$ cat src/rtl/stitched_patch_index_generator_unit_defines.svh
`ifndef STITCHED_PATCH_INDEX_GENERATOR_UNIT_DEFINES_SVH
`define STITCHED_PATCH_INDEX_GENERATOR_UNIT_DEFINES_SVH

// Assertion helpers. Both expect clk and arst_n in the scope where they are used.

`define SPIG_ASSERT_NOW(label, ante, cons, msg) \
	label: assert property (@(posedge clk) disable iff (!arst_n) (ante) |-> (cons)) \
		else $error(msg);

`define SPIG_ASSERT_NEXT(label, ante, cons, msg) \
	label: assert property (@(posedge clk) disable iff (!arst_n) (ante) |=> (cons)) \
		else $error(msg);

`endif

$ cat src/rtl/spig_pkg.sv
package spig_pkg;

	localparam int PATCH_QUADS_DEF = 16;
	localparam int PATCH_QUADS_MAX = 64;

	localparam int MASK_W  = 4;
	localparam int TRI_W   = 9;
	localparam int VERT_W  = 9;
	localparam int COORD_W = $clog2(PATCH_QUADS_MAX + 1);

	localparam int FAN_TRIS = 3;

	localparam logic [MASK_W-1:0] MASK_NORTH = 4'h1;
	localparam logic [MASK_W-1:0] MASK_SOUTH = 4'h2;
	localparam logic [MASK_W-1:0] MASK_EAST  = 4'h4;
	localparam logic [MASK_W-1:0] MASK_WEST  = 4'h8;

	typedef enum logic [1:0] {
		REG_NONE,
		REG_INTERIOR,
		REG_CORNER,
		REG_STRIP
	} region_t;

	typedef enum logic [1:0] {
		SIDE_NORTH,
		SIDE_SOUTH,
		SIDE_EAST,
		SIDE_WEST
	} side_t;

	typedef struct packed {
		logic             tri_ok;
		logic             last;
		region_t          region;
		side_t            side;
		logic             flagged;
		logic [TRI_W-1:0] k;
	} cls_t;

	typedef struct packed {
		cls_t             cls;
		logic [TRI_W-1:0] num;
		logic [TRI_W-1:0] quot;
	} div_t;

	typedef struct packed {
		logic [COORD_W-1:0] col;
		logic [COORD_W-1:0] row;
	} coord_t;

	typedef struct packed {
		coord_t va;
		coord_t vb;
		coord_t vc;
	} tri3_t;

	typedef struct packed {
		tri3_t shape;
		logic  tri_ok;
		logic  last;
	} geo_t;

	function automatic tri3_t plain_tri(input coord_t org, input logic half);
		coord_t i0;
		coord_t i1;
		coord_t i2;
		coord_t i3;
		tri3_t  res;
		i0 = org;
		i1.col = org.col + COORD_W'(1);
		i1.row = org.row;
		i2.col = org.col;
		i2.row = org.row + COORD_W'(1);
		i3.col = org.col + COORD_W'(1);
		i3.row = org.row + COORD_W'(1);
		if (half) begin
			res.va = i1;
			res.vb = i2;
			res.vc = i3;
		end else begin
			res.va = i0;
			res.vb = i2;
			res.vc = i1;
		end
		return res;
	endfunction

	function automatic coord_t edge_pt(input logic [COORD_W-1:0] along,
			input logic [COORD_W-1:0] across, input logic along_col);
		coord_t res;
		if (along_col) begin
			res.col = along;
			res.row = across;
		end else begin
			res.col = across;
			res.row = along;
		end
		return res;
	endfunction

endpackage

$ cat src/rtl/spig_classify.sv
module spig_classify #(
	parameter int PATCH_QUADS = spig_pkg::PATCH_QUADS_DEF
) (
	input  logic                           clk,
	input  logic                           arst_n,
	input  logic                           in_valid,
	output logic                           in_ready,
	input  logic [spig_pkg::MASK_W-1:0]    edge_mask,
	input  logic [spig_pkg::TRI_W-1:0]     tri_number,
	output logic                           out_valid,
	input  logic                           out_ready,
	output spig_pkg::cls_t                 out_cls
);

	localparam int INNER     = PATCH_QUADS - 2;
	localparam int PAIRS     = INNER / 2;
	localparam int INT_LEN   = INNER * INNER * 2;
	localparam int PLAIN_LEN = INNER * 2;
	localparam int FAN_LEN   = PAIRS * spig_pkg::FAN_TRIS;
	localparam int TOT_MAX   = INT_LEN + 8 + 4 * PLAIN_LEN;
	localparam int BW_RAW    = $clog2(TOT_MAX + 1);
	localparam int BW        = (BW_RAW > spig_pkg::TRI_W) ? BW_RAW : spig_pkg::TRI_W;

	logic [BW-1:0]  t_w;
	logic [3:0]     flag;
	logic [BW-1:0]  slen [4];
	logic [BW-1:0]  base [5];
	logic [BW-1:0]  sel_base;
	spig_pkg::cls_t cls_d;
	spig_pkg::cls_t cls_s1;
	logic           v_s1;

	always_comb begin
		t_w = BW'(tri_number);
		flag[0] = (edge_mask & spig_pkg::MASK_NORTH) != '0;
		flag[1] = (edge_mask & spig_pkg::MASK_SOUTH) != '0;
		flag[2] = (edge_mask & spig_pkg::MASK_EAST) != '0;
		flag[3] = (edge_mask & spig_pkg::MASK_WEST) != '0;
		for (int e = 0; e < 4; e++) begin
			slen[e] = flag[e] ? BW'(FAN_LEN) : BW'(PLAIN_LEN);
		end
		base[0] = BW'(INT_LEN + 8);
		for (int e = 0; e < 4; e++) begin
			base[e + 1] = base[e] + slen[e];
		end

		cls_d = '0;
		cls_d.tri_ok = 1'b1;
		sel_base = '0;
		priority if (t_w < BW'(INT_LEN)) begin
			cls_d.region = spig_pkg::REG_INTERIOR;
		end else if (t_w < base[0]) begin
			cls_d.region = spig_pkg::REG_CORNER;
			sel_base = BW'(INT_LEN);
		end else if (t_w < base[1]) begin
			cls_d.region = spig_pkg::REG_STRIP;
			cls_d.side = spig_pkg::SIDE_NORTH;
			cls_d.flagged = flag[0];
			sel_base = base[0];
		end else if (t_w < base[2]) begin
			cls_d.region = spig_pkg::REG_STRIP;
			cls_d.side = spig_pkg::SIDE_SOUTH;
			cls_d.flagged = flag[1];
			sel_base = base[1];
		end else if (t_w < base[3]) begin
			cls_d.region = spig_pkg::REG_STRIP;
			cls_d.side = spig_pkg::SIDE_EAST;
			cls_d.flagged = flag[2];
			sel_base = base[2];
		end else if (t_w < base[4]) begin
			cls_d.region = spig_pkg::REG_STRIP;
			cls_d.side = spig_pkg::SIDE_WEST;
			cls_d.flagged = flag[3];
			sel_base = base[3];
		end else begin
			cls_d.region = spig_pkg::REG_NONE;
			cls_d.tri_ok = 1'b0;
		end
		cls_d.k = spig_pkg::TRI_W'(t_w - sel_base);
		cls_d.last = (t_w == base[4] - BW'(1));
	end

	assign in_ready  = !v_s1 || out_ready;
	assign out_valid = v_s1;
	assign out_cls   = cls_s1;

	always_ff @(posedge clk or negedge arst_n) begin
		if (!arst_n) begin
			v_s1 <= 1'b0;
		end else if (in_ready) begin
			v_s1 <= in_valid;
		end
	end

	always_ff @(posedge clk) begin
		if (in_ready && in_valid) begin
			cls_s1 <= cls_d;
		end
	end

endmodule

$ cat src/rtl/spig_divide.sv
module spig_divide #(
	parameter int PATCH_QUADS = spig_pkg::PATCH_QUADS_DEF
) (
	input  logic           clk,
	input  logic           arst_n,
	input  logic           in_valid,
	output logic           in_ready,
	input  spig_pkg::cls_t in_cls,
	output logic           out_valid,
	input  logic           out_ready,
	output spig_pkg::div_t out_div
);

	localparam int INNER    = PATCH_QUADS - 2;
	localparam int DIV_SH   = 16;
	localparam int REC_W    = DIV_SH + 1;
	localparam int PROD_W   = spig_pkg::TRI_W + REC_W;
	localparam int RECIP_IN = (2 ** DIV_SH + INNER - 1) / INNER;
	localparam int RECIP_3  = (2 ** DIV_SH + spig_pkg::FAN_TRIS - 1) / spig_pkg::FAN_TRIS;

	logic                         is_fan;
	logic [spig_pkg::TRI_W-1:0]   num;
	logic [REC_W-1:0]             recip;
	logic [PROD_W-1:0]            prod;
	spig_pkg::div_t               div_d;
	spig_pkg::div_t               div_s2;
	logic                         v_s2;

	always_comb begin
		is_fan = (in_cls.region == spig_pkg::REG_STRIP) && in_cls.flagged;
		num = (in_cls.region == spig_pkg::REG_INTERIOR) ? (in_cls.k >> 1) : in_cls.k;
		recip = is_fan ? REC_W'(RECIP_3) : REC_W'(RECIP_IN);
		prod = PROD_W'(num) * PROD_W'(recip);
		div_d.cls = in_cls;
		div_d.num = num;
		div_d.quot = prod[DIV_SH +: spig_pkg::TRI_W];
	end

	assign in_ready  = !v_s2 || out_ready;
	assign out_valid = v_s2;
	assign out_div   = div_s2;

	always_ff @(posedge clk or negedge arst_n) begin
		if (!arst_n) begin
			v_s2 <= 1'b0;
		end else if (in_ready) begin
			v_s2 <= in_valid;
		end
	end

	always_ff @(posedge clk) begin
		if (in_ready && in_valid) begin
			div_s2 <= div_d;
		end
	end

endmodule

$ cat src/rtl/spig_coord.sv
module spig_coord #(
	parameter int PATCH_QUADS = spig_pkg::PATCH_QUADS_DEF
) (
	input  logic           clk,
	input  logic           arst_n,
	input  logic           in_valid,
	output logic           in_ready,
	input  spig_pkg::div_t in_div,
	output logic           out_valid,
	input  logic           out_ready,
	output spig_pkg::geo_t out_geo
);

	localparam int INNER = PATCH_QUADS - 2;
	localparam int TW    = spig_pkg::TRI_W;
	localparam int CW    = spig_pkg::COORD_W;

	localparam logic [CW-1:0] NM1 = CW'(PATCH_QUADS - 1);
	localparam logic [CW-1:0] NN  = CW'(PATCH_QUADS);

	spig_pkg::cls_t    cls;
	logic              is_fan;
	logic [TW-1:0]     dvs;
	logic [2*TW-1:0]   prod;
	logic [TW-1:0]     rem;
	logic [TW-1:0]     q_fix;
	logic              half;
	spig_pkg::coord_t  org;
	logic [CW-1:0]     qq;
	logic [CW-1:0]     s0;
	logic [CW-1:0]     s1;
	logic [CW-1:0]     s2;
	logic [CW-1:0]     fx;
	logic [CW-1:0]     qx;
	logic              along_col;
	spig_pkg::coord_t  f0;
	spig_pkg::coord_t  f1;
	spig_pkg::coord_t  f2;
	spig_pkg::coord_t  q0;
	spig_pkg::coord_t  q1;
	spig_pkg::geo_t    geo_d;
	spig_pkg::geo_t    geo_s3;
	logic              v_s3;

	always_comb begin
		cls = in_div.cls;
		is_fan = (cls.region == spig_pkg::REG_STRIP) && cls.flagged;
		dvs = is_fan ? TW'(spig_pkg::FAN_TRIS) : TW'(INNER);
		prod = (2 * TW)'(in_div.quot) * (2 * TW)'(dvs);
		rem = TW'((2 * TW)'(in_div.num) - prod);
		q_fix = in_div.quot;
		if (rem >= dvs) begin
			q_fix = in_div.quot + TW'(1);
			rem = rem - dvs;
		end
		half = cls.k[0];

		qq = CW'(cls.k[TW-1:1]) + CW'(1);
		s0 = CW'({q_fix, 1'b1});
		s1 = s0 + CW'(1);
		s2 = s0 + CW'(2);
		along_col = (cls.side == spig_pkg::SIDE_NORTH) || (cls.side == spig_pkg::SIDE_SOUTH);
		unique case (cls.side)
			spig_pkg::SIDE_NORTH: begin
				fx = NM1;
				qx = NN;
				org.col = qq;
				org.row = NM1;
			end
			spig_pkg::SIDE_SOUTH: begin
				fx = CW'(1);
				qx = '0;
				org.col = qq;
				org.row = '0;
			end
			spig_pkg::SIDE_EAST: begin
				fx = NM1;
				qx = NN;
				org.col = NM1;
				org.row = qq;
			end
			spig_pkg::SIDE_WEST: begin
				fx = CW'(1);
				qx = '0;
				org.col = '0;
				org.row = qq;
			end
		endcase
		f0 = spig_pkg::edge_pt(s0, fx, along_col);
		f1 = spig_pkg::edge_pt(s1, fx, along_col);
		f2 = spig_pkg::edge_pt(s2, fx, along_col);
		q0 = spig_pkg::edge_pt(s0, qx, along_col);
		q1 = spig_pkg::edge_pt(s2, qx, along_col);

		geo_d = '0;
		geo_d.tri_ok = cls.tri_ok;
		geo_d.last = cls.last;
		unique case (cls.region)
			spig_pkg::REG_INTERIOR: begin
				org.col = CW'(rem) + CW'(1);
				org.row = CW'(q_fix) + CW'(1);
				geo_d.shape = spig_pkg::plain_tri(org, half);
			end
			spig_pkg::REG_CORNER: begin
				org.col = cls.k[1] ? NM1 : '0;
				org.row = cls.k[2] ? NM1 : '0;
				geo_d.shape = spig_pkg::plain_tri(org, half);
			end
			spig_pkg::REG_STRIP: begin
				if (!cls.flagged) begin
					geo_d.shape = spig_pkg::plain_tri(org, half);
				end else if ((cls.side == spig_pkg::SIDE_NORTH) ||
						(cls.side == spig_pkg::SIDE_WEST)) begin
					unique case (rem[1:0])
						2'd0: geo_d.shape = '{va: f0, vb: q0, vc: f1};
						2'd1: geo_d.shape = '{va: f1, vb: q0, vc: q1};
						default: geo_d.shape = '{va: f1, vb: q1, vc: f2};
					endcase
				end else begin
					unique case (rem[1:0])
						2'd0: geo_d.shape = '{va: f0, vb: f1, vc: q0};
						2'd1: geo_d.shape = '{va: f1, vb: q1, vc: q0};
						default: geo_d.shape = '{va: f1, vb: f2, vc: q1};
					endcase
				end
			end
			spig_pkg::REG_NONE: begin
				geo_d.shape = '0;
			end
		endcase
	end

	assign in_ready  = !v_s3 || out_ready;
	assign out_valid = v_s3;
	assign out_geo   = geo_s3;

	always_ff @(posedge clk or negedge arst_n) begin
		if (!arst_n) begin
			v_s3 <= 1'b0;
		end else if (in_ready) begin
			v_s3 <= in_valid;
		end
	end

	always_ff @(posedge clk) begin
		if (in_ready && in_valid) begin
			geo_s3 <= geo_d;
		end
	end

endmodule

$ cat src/rtl/spig_vertex.sv
module spig_vertex #(
	parameter int PATCH_QUADS = spig_pkg::PATCH_QUADS_DEF
) (
	input  logic                         clk,
	input  logic                         arst_n,
	input  logic                         in_valid,
	output logic                         in_ready,
	input  spig_pkg::geo_t               in_geo,
	output logic                         out_valid,
	input  logic                         out_ready,
	output logic [spig_pkg::VERT_W-1:0]  vert_a,
	output logic [spig_pkg::VERT_W-1:0]  vert_b,
	output logic [spig_pkg::VERT_W-1:0]  vert_c,
	output logic                         tri_valid,
	output logic                         tri_last
);

	localparam int CW         = spig_pkg::COORD_W;
	localparam int IDX_W      = 2 * CW + 1;
	localparam int ROW_STRIDE = PATCH_QUADS + 1;

	logic                        v_s4;
	logic [spig_pkg::VERT_W-1:0] vert_a_s4;
	logic [spig_pkg::VERT_W-1:0] vert_b_s4;
	logic [spig_pkg::VERT_W-1:0] vert_c_s4;
	logic                        valid_s4;
	logic                        last_s4;

	function automatic logic [spig_pkg::VERT_W-1:0] vidx(input spig_pkg::coord_t p);
		logic [IDX_W-1:0] wide;
		wide = IDX_W'(p.row) * IDX_W'(ROW_STRIDE) + IDX_W'(p.col);
		return wide[spig_pkg::VERT_W-1:0];
	endfunction

	assign in_ready  = !v_s4 || out_ready;
	assign out_valid = v_s4;
	assign vert_a    = vert_a_s4;
	assign vert_b    = vert_b_s4;
	assign vert_c    = vert_c_s4;
	assign tri_valid = valid_s4;
	assign tri_last  = last_s4;

	always_ff @(posedge clk or negedge arst_n) begin
		if (!arst_n) begin
			v_s4 <= 1'b0;
		end else if (in_ready) begin
			v_s4 <= in_valid;
		end
	end

	always_ff @(posedge clk) begin
		if (in_ready && in_valid) begin
			vert_a_s4 <= vidx(in_geo.shape.va);
			vert_b_s4 <= vidx(in_geo.shape.vb);
			vert_c_s4 <= vidx(in_geo.shape.vc);
			valid_s4  <= in_geo.tri_ok;
			last_s4   <= in_geo.last;
		end
	end

endmodule

$ cat src/rtl/stitched_patch_index_generator_unit.sv
// Stages: classify, divide, coordinate build and vertex index, registered in that order;
// a word taken at the input passes through each of them before it is on the result ports.
// Throughput: one word per cycle while rsp_ready is high; each of the four register stages
// (named above) takes a new word whenever it is empty or passes its word on.
// Reset: arst_n clears only the stage valid bits; there is no clearing sweep.
`include "stitched_patch_index_generator_unit_defines.svh"

module stitched_patch_index_generator_unit #(
	parameter int PATCH_QUADS = spig_pkg::PATCH_QUADS_DEF
) (
	input  logic                         clk,
	input  logic                         arst_n,
	input  logic                         req_valid,
	output logic                         req_ready,
	input  logic [spig_pkg::MASK_W-1:0]  edge_mask,
	input  logic [spig_pkg::TRI_W-1:0]   tri_number,
	output logic                         rsp_valid,
	input  logic                         rsp_ready,
	output logic [spig_pkg::VERT_W-1:0]  vert_a,
	output logic [spig_pkg::VERT_W-1:0]  vert_b,
	output logic [spig_pkg::VERT_W-1:0]  vert_c,
	output logic                         tri_valid,
	output logic                         tri_last
);

	logic           cls_valid;
	logic           cls_ready;
	spig_pkg::cls_t cls;
	logic           div_valid;
	logic           div_ready;
	spig_pkg::div_t div;
	logic           geo_valid;
	logic           geo_ready;
	spig_pkg::geo_t geo;

	spig_classify #(
		.PATCH_QUADS(PATCH_QUADS)
	) u_classify (
		.clk       (clk),
		.arst_n    (arst_n),
		.in_valid  (req_valid),
		.in_ready  (req_ready),
		.edge_mask (edge_mask),
		.tri_number(tri_number),
		.out_valid (cls_valid),
		.out_ready (cls_ready),
		.out_cls   (cls)
	);

	spig_divide #(
		.PATCH_QUADS(PATCH_QUADS)
	) u_divide (
		.clk      (clk),
		.arst_n   (arst_n),
		.in_valid (cls_valid),
		.in_ready (cls_ready),
		.in_cls   (cls),
		.out_valid(div_valid),
		.out_ready(div_ready),
		.out_div  (div)
	);

	spig_coord #(
		.PATCH_QUADS(PATCH_QUADS)
	) u_coord (
		.clk      (clk),
		.arst_n   (arst_n),
		.in_valid (div_valid),
		.in_ready (div_ready),
		.in_div   (div),
		.out_valid(geo_valid),
		.out_ready(geo_ready),
		.out_geo  (geo)
	);

	spig_vertex #(
		.PATCH_QUADS(PATCH_QUADS)
	) u_vertex (
		.clk      (clk),
		.arst_n   (arst_n),
		.in_valid (geo_valid),
		.in_ready (geo_ready),
		.in_geo   (geo),
		.out_valid(rsp_valid),
		.out_ready(rsp_ready),
		.vert_a   (vert_a),
		.vert_b   (vert_b),
		.vert_c   (vert_c),
		.tri_valid(tri_valid),
		.tri_last (tri_last)
	);

	`SPIG_ASSERT_NEXT(a_accept_fills_s1, req_valid && req_ready, cls_valid, "accepted word lost")
	`SPIG_ASSERT_NOW(a_empty_out_ready, !rsp_valid, req_ready, "input stalled with output empty")
	`SPIG_ASSERT_NOW(a_none_not_ok, cls_valid && cls.region == spig_pkg::REG_NONE, !cls.tri_ok, "out of range word marked valid")
	`SPIG_ASSERT_NOW(a_last_needs_valid, rsp_valid && tri_last, tri_valid, "last set on invalid triangle")
	`SPIG_ASSERT_NOW(a_invalid_zero, rsp_valid && !tri_valid, vert_a == '0 && vert_b == '0 && vert_c == '0, "invalid triangle carries indices")

endmodule

$ cat config.mk
export PLATFORM = sky130hd
export DESIGN_NAME = stitched_patch_index_generator_unit
export DESIGN_NICKNAME = d
export VERILOG_FILES = /design/src/rtl/spig_pkg.sv /design/src/rtl/spig_classify.sv /design/src/rtl/spig_divide.sv /design/src/rtl/spig_coord.sv /design/src/rtl/spig_vertex.sv /design/src/rtl/stitched_patch_index_generator_unit.sv
export VERILOG_INCLUDE_DIRS = /design/src /design/src/rtl
export SDC_FILE = /design/constraint.sdc
export NUM_CORES = 1
export LEC_CHECK = 0
export BUFFER_PORTS_ARGS = -buffer_cell sky130_fd_sc_hd__clkbuf_2
export CAP_MARGIN = 20
export CORE_UTILIZATION = 44
export DETAILED_ROUTE_END_ITERATION = 16
export GPL_TIMING_DRIVEN = 0
export SLEW_MARGIN = 20
export SYNTH_ARGS = -nofsm -noshare
export SYNTH_HDL_FRONTEND = slang
export SYNTH_HIERARCHICAL = 1
export SYNTH_SLANG_ARGS = --single-unit
$ cat constraint.sdc
create_clock -name clk -period 7.26 [get_ports clk]
set_input_delay 0.726 -clock clk [delete_from_list [all_inputs] [get_ports clk]]
set_output_delay 0.726 -clock clk [all_outputs]
set_load 0.005 [all_outputs]
=== Word level (Yosys, flattened, before mapping) ===
Cells that the tools add are included.
W data, S select, Z words.

* Add/subtract/negate cells: 23
* $mul: 5
* Magnitude comparators: 7
* Equality and inequality tests: 10
* Mux-type cells: 40
* Reductions and logical operators: 25

{| class="wikitable"
|+ Operator list
! operator !! number
|-
| $mux W42 || 5
|-
| $pmux W42 S2 || 2
|-
| $pmux W42 S4 || 1
|-
| $add A7 B1 Y7 const B || 11
|-
| $mux W14 || 5
|-
| $mux W9 || 7
|-
| $pmux W14 S4 || 1
|-
| $lt A9 B10 Y1 || 4
|-
| $add A10 B5 Y10 || 3
|-
| $mux W4 || 7
|-
| $pmux W7 S2 || 2
|-
| $add A9 B7 Y9 || 3
|-
| $mul A7 B5 Y9 const B || 3
|-
| $mul A9 B17 Y25 || 1
|-
| $lt A9 B9 Y1 const B || 2
|-
| $sub A9 B9 Y9 || 2
|-
| $mux W15 || 1
|-
| $mux W5 || 3
|-
| $mux W7 || 2
|-
| $add A9 B5 Y10 const A || 1
|-
| $eq A2 B2 Y1 const B || 5
|-
| $eq A9 B10 Y1 || 1
|-
| $sub A10 B1 Y10 const B || 1
|-
| $ge A9 B4 Y1 || 1
|-
| other kinds (15) || 36
|}

* Register bits after elaboration: 126
* Input port bits: 17
* Output and inout bits: 31
* Logic and storage cells: 142

=== Logic depth before layout (Yosys ltp) ===
Gate-level depths: netlist of the first run.

* Word-level depth: 13
* Gate-level depth with buffers: 31
* Depth with buffers taken out: 29

=== By module ===
Netlist of the first run, hierarchy kept.

{| class="wikitable"
|+ Modules (own cells, without submodules)
! module !! instances !! cells each !! area each (um^2) !! seq. area each (um^2)
|-
| spig_coord || 1 || 731 || 6048.3 || 1346.3
|-
| spig_divide || 1 || 350 || 3602.2 || 1016.0
|-
| spig_vertex || 1 || 187 || 2411.1 || 895.9
|-
| spig_classify || 1 || 235 || 2133.3 || 505.5
|}

=== Least setup slack after synthesis of the first run ===
OpenSTA, ideal clock, no wires.

* Path type: reg-to-reg
* Start: register u_divide.div_s2, in the netlist u_divide/out_div[31]
* End: register u_coord.geo_s3, in the netlist u_coord/out_geo[42], data pin
* Setup time: 256 ps
* Arrival time: 6249 ps
* Required time: 7004 ps
* Setup slack: 754 ps
* Cell stages (with the launch flop): 30
* Buffers on the path: 4
* Clock period less this slack: 6506 ps
* Cell sequence: edfxtp_1 > buf_2 > nand3_4 > inv_2 > clkbuf_1 > nor2_1 > ha_1 > or3_1 > fa_1 > inv_1 > fa_1 > inv_1 > ha_1 > o21a_1 > o2111a_1 > a211oi_1 > a21boi_1 > and4_1 > buf_4 > buf_12 > mux2_2 > inv_1 > ha_1 > and3_1 > xnor2_1 > o21ai_0 > xnor2_2 > nand4_1 > xnor2_1 > a22o_1

{| class="wikitable"
|+ RTL lines
! item !! line !! text
|-
| from (decl) || spig_divide.sv:26 || <nowiki>spig_pkg::div_t div_s2;</nowiki>
|-
| from (signal assigned) || spig_divide.sv:53 || <nowiki>div_s2 <= div_d;</nowiki>
|-
| to (signal assigned) || spig_coord.sv:147 || <nowiki>geo_s3 <= geo_d;</nowiki>
|-
| to (decl) || spig_coord.sv:42 || <nowiki>spig_pkg::geo_t geo_s3;</nowiki>
|}

==> impl_metrics.csv, run 1 <==
group,metric,value,unit
clocking,clock_latency,0.43,ns
final_layout,final_common_cell,"inv_1",
detailed_routing,vias,11314,
timing,worst_pin_slew,0.8671,ns
final_layout,seqCellArea,0.003734,sq mm
global_routing,gr-total-overflow,0,
final_layout,antenna_cells,0,
timing,timing.hold.ws,0.08700,ns
placement,gp_congestion,0.9803,
timing,finClkSkew,0.01083,ns
floorplanning,num_rows,65,
setup_path,path_max_fanout,12,
floorplanning,die_y,181.4,um
setup_path,crit_buf_inv,9,
final_layout,layout.nets,1851,
timing,timing.final.crit_share,97.04,%
timing,tns,0,ns
timing,hold_violations,0,
final_layout,multi_input_area,0.009584,sq mm
flow_run,maxCapViolations,0,
clocking,cts_tree,"done",
setup_path,rrSetupSlack,0.21,ns
synthesis,synthCells,1502,
global_routing,grt_pass1_wl,60660,um
setup_path,crit_type,"register to register",
global_routing,grt_pass1_vias,11164,
detailed_routing,totalWireLength,37830,um
detailed_routing,drc_errors,0,
setup_path,required,7.45,ns
placement,hpwl,30350,um
setup_path,path_depth,28,
placement,port_buffers,47,
clocking,cts-root-buf,"clkbuf_16",
floorplanning,die-area,0.03292,sq mm
floorplanning,start_util,44.77,%
detailed_routing,drt_iter0_drc,793,
final_layout,final_cell_mix,"inv_1 (188), ha_1 (178), edfxtp_1 (121)",
setup_path,crit_path_end_kind,"register",
clocking,cts.clk_slew.worst_paths,0.07,ns
setup_path,crit_family,"adder cells",
clocking,clock-sinks,125,
clocking,postCtsHoldBufs,0,
setup_path,r2r-start,"u_divide/out_div[31]",
hold_path,worstHoldPathType,"primary input to asynchronous set/reset pin",
final_layout,syn_to_final_growth,10.94,%
clocking,cts_made_buffers,17,
synthesis,netlist_area,0.01416,sq mm
global_routing,antenna_found_initial,0,
timing,fmax,141.9,MHz
setup_path,slowest_stage,"fa_1",
floorplanning,die_w,181.4,um
final_layout,final_area,0.01572,sq mm
synthesis,avgSynthCellArea,9.431,sq um
timing,fin_crit,7.045,ns
outcome,status,"finished, final reports clean",
setup_path,cpMostUsedCell,"a21oi_1",
timing,setup_viol,0,
clocking,cts_max_path_buffers,2,
timing,rsz0062_at_grt,"true",
setup_path,crit_path_start_kind,"register",
detailed_routing,ant_nets,0,
global_routing,track_usage,23.76,%
detailed_routing,wire_per_inst,18.93,um
floorplanning,ios,48,
timing,relSlewSlack,41.98,%
timing,maxSlewViolCount,0,
setup_path,arrival,7.23,ns
placement,placed_area,0.01496,sq mm
final_layout,fillers,2982,
global_routing,grt_start_max_net_pins,36,
setup_path,rr_endpoint,"u_coord/out_geo[28]",
final_layout,drive_gt1_share,10.90,%
synthesis,yosys_warnings,6,
floorplanning,core,0.03164,sq mm
detailed_routing,routed_via_density,5.663,
detailed_routing,dr.pass1.iters,5,
setup_path,r2r_cells,28,
clocking,htreeDepth,4,
final_layout,final_core_util,49.67,%
setup_path,cpPeakStageDelay,0.50,ns
routing by layer:
layer | GRT usage, % | part of all wire [%] | vias up | wire [um]
met5 | 0 | 0 | - | 0
met4 | 10.68 | 4.0 | 0 | 1522
met3 | 3.109 | 4.5 | 76 | 1700
met2 | 40.46 | 48 | 339 | 18170
met1 | 30.06 | 43 | 5441 | 16430
li1 | - | - | 5458 | -
worst max path at each step:
stage                           to  slack [ns]            startpoint
6_report       u_coord/out_geo[28]        0.21  u_divide/out_div[31]
3_5_place_dp    u_coord/out_geo[6]       -1.08  u_divide/out_div[30]
2_1_floorplan  u_coord/out_geo[42]        0.75  u_divide/out_div[31]
3_3_place_gp    u_coord/out_geo[6]       -1.12  u_divide/out_div[30]
4_1_cts        u_coord/out_geo[43]        0.03  u_divide/out_div[31]
5_1_grt         u_coord/out_geo[6]       -0.04  u_divide/out_div[31]
what timing repair did:
action / 4_1_cts / 5_1_grt
pin swaps: 2 / 3
resized for setup: 18 / 15
endpoints found under the setup margin: 40 / 39
buffers inserted: 5 / 5
sequential cells by signal, indices dropped and copies added (netlist names):
register,cells
u_classify/out_valid,1
u_vertex/tri_valid,1
u_vertex/vert_b,9
u_vertex/tri_last,1
u_vertex/out_valid,1
u_coord/out_valid,1
u_divide/out_valid,1
u_vertex/vert_c,9
u_divide/out_div,32
u_coord/out_geo,44
u_vertex/vert_a,9
u_classify/out_cls,16
per-stage QoR:
| stage | setup WS (ns) | std cells |
|---|---|---|
| 2_1_floorplan | 0.7544 | 1510 |
| 3_3_place_gp | -1.119 | 1959 |
| 3_5_place_dp | -1.083 | 1960 |
| 4_1_cts | 0.02945 | 1995 |
| 5_1_grt | -0.03717 | 1998 |
| 6_report | 0.2149 | 1998 |
area by class of cell:
cell class                      count  share of cell area [%]
Timing Repair Buffer               58                   2.102
Multi-Input combinational cell   1138                   60.99
Sequential cell                   125                   23.76
Tap cell                          402                   3.201
Clock buffer                       17                   2.707
Inverter                          193                   4.642
Buffer                             50                   1.537
Clock inverter                     15                   1.067
Power of run 1 is not shown: default switching activity piles up to over one toggle a cycle in this logic, so the estimate is an artifact.
==> run 2: changes to the inputs <==
--- a/config.mk
+++ b/config.mk
@@ -8,6 +8,7 @@
 export LEC_CHECK = 0
 export BUFFER_PORTS_ARGS = -buffer_cell sky130_fd_sc_hd__clkbuf_2
 export CAP_MARGIN = 20
+export CORE_ASPECT_RATIO = 0.5
 export CORE_UTILIZATION = 44
 export DETAILED_ROUTE_END_ITERATION = 16
 export GPL_TIMING_DRIVEN = 0
==> impl_metrics.csv, run 2 (same netlist as run 1, synthesis figures left out) <==
group,metric,value,unit
outcome,status,"finished, final reports clean",
setup_path,crit_type,"register to register",
floorplanning,num_rows,46,
placement,hpwl,31510,um
final_layout,layout.nets,1854,
setup_path,required,7.37,ns
final_layout,syn_to_final_growth,11.55,%
timing,finClkSkew,0.01024,ns
detailed_routing,wire_per_inst,19.00,um
global_routing,gr-total-overflow,0,
setup_path,path_max_fanout,12,
clocking,cts.clk_slew.worst_paths,0.06,ns
hold_path,worstHoldPathType,"primary input to asynchronous set/reset pin",
floorplanning,die-area,0.03296,sq mm
placement,gp_congestion,1.011,
global_routing,grt_pass1_vias,11192,
detailed_routing,totalWireLength,38590,um
timing,timing.hold.ws,0.09903,ns
clocking,cts-root-buf,"clkbuf_16",
timing,rsz0062_at_grt,"false",
global_routing,track_usage,23.76,%
clocking,cts_tree,"done",
final_layout,drive_gt1_share,10.88,%
timing,setup_viol,0,
floorplanning,core,0.03166,sq mm
clocking,cts_made_buffers,17,
floorplanning,start_util,44.75,%
placement,port_buffers,47,
detailed_routing,drt_iter0_drc,794,
global_routing,antenna_found_initial,1,
final_layout,final_common_cell,"inv_1",
detailed_routing,ant_nets,0,
setup_path,rr_endpoint,"u_coord/out_geo[20]",
global_routing,grt_pass1_wl,60790,um
final_layout,final_core_util,49.91,%
setup_path,slowest_stage,"o311ai_1",
timing,worst_slack,0.2906,ns
placement,pre_cts_ws,-1.377,ns
clocking,cts_max_path_buffers,2,
detailed_routing,dr.pass1.iters,6,
timing,worst_pin_slew,0.8914,ns
setup_path,crit_path_end_kind,"register",
clocking,clock_latency,0.42,ns
timing,maxSlewViolCount,0,
floorplanning,die_w,255.7,um
detailed_routing,routed_via_density,5.623,
floorplanning,die_y,128.9,um
setup_path,cpPeakStageDelay,0.60,ns
setup_path,r2r_cells,28,
timing,fmax,143.5,MHz
timing,timing.final.crit_share,96.00,%
clocking,clock-sinks,125,
timing,hold_violations,0,
final_layout,antenna_cells,0,
timing,relSlewSlack,40.35,%
final_layout,final_cell_mix,"inv_1 (188), ha_1 (178), edfxtp_1 (121)",
setup_path,arrival,7.08,ns
timing,fin_crit,6.969,ns
clocking,htreeDepth,4,
setup_path,crit_path_start_kind,"register",
final_layout,largest_reg_flops,44,
timing,tns,0,ns
detailed_routing,vias,11421,
setup_path,r2r-start,"u_divide/out_div[31]",
setup_path,rrSetupSlack,0.29,ns
detailed_routing,drc_errors,0,
floorplanning,ios,48,
global_routing,grt_start_max_net_pins,36,
flow_run,maxCapViolations,0,
[run 2: cell types whose count changed in the layout (fill, tap and decap cells not counted), sizes merged]
| cell | before | now |
|---|---|---|
| inv | 201 | 192 |
| clkbuf | 101 | 100 |
| bufinv | 1 | 3 |
| clkinv | 5 | 9 |
| buf | 24 | 28 |
| clkinvlp | 1 | 4 |
[run 2: how the worst max path moves through the flow]
stage | to | start | cells after the start
floorplan | u_coord/out_geo[42] | u_divide/out_div[31] | 29
global placement | u_coord/out_geo[20] | u_divide/out_div[30] | 25
detailed placement | u_coord/out_geo[20] | u_divide/out_div[30] | 25
CTS | u_coord/out_geo[13] | u_divide/out_div[3] | 28
global route | u_coord/out_geo[5] | u_divide/out_div[31] | 28
finish | u_coord/out_geo[20] | u_divide/out_div[31] | 28
[run 2: metrics by stage]
stage          cells  area [sq um]
6_report        2031         15800
4_1_cts         2030         15720
3_3_place_gp    1989         14970
5_1_grt         2031         15800
3_5_place_dp    1990         14990
2_1_floorplan   1510         14190
[run 2: layout make-up]
class                           instances  area, sq um
Fill cell                            2985        15860
Multi-Input combinational cell       1138         9584
Sequential cell                       125         3734
Inverter                              193        730.7
Tap cell                              432        540.5
Clock buffer                           17        425.4
Timing Repair Buffer                   62        372.9
Buffer                                 49        241.5
Clock inverter                         15        171.4
[run 2: what timing repair did]
action / CTS / global route
endpoints found under the setup margin: 41 / 39
hold buffers: 0 / 0
pin swaps: 8 / 3
gates resized for setup: 17 / 15
setup buffers: 10 / 4
[run 2: critical path: cells and delay by family (launching register included)]
kind	cells	cell delay [ns]
AOI/OAI and AO/OA	7	1.84
xor gates and xnor gates	1	0.12
adders and majority gates	5	1.89
buffers and inverters	8	1.05
DFF	1	0.31
muxes	1	0.38
and+or+nand+nor	6	1.04
[run 2: metal layers]
layer	track usage, %	part of all wire, %	up-vias
met4	6.974	1.8	0
met1	32.61	47	5544
met5	0	0	-
met2	39.35	46	384
li1	-	-	5452
met3	3.251	5.7	41
Power of run 2 is left out for the same reason.
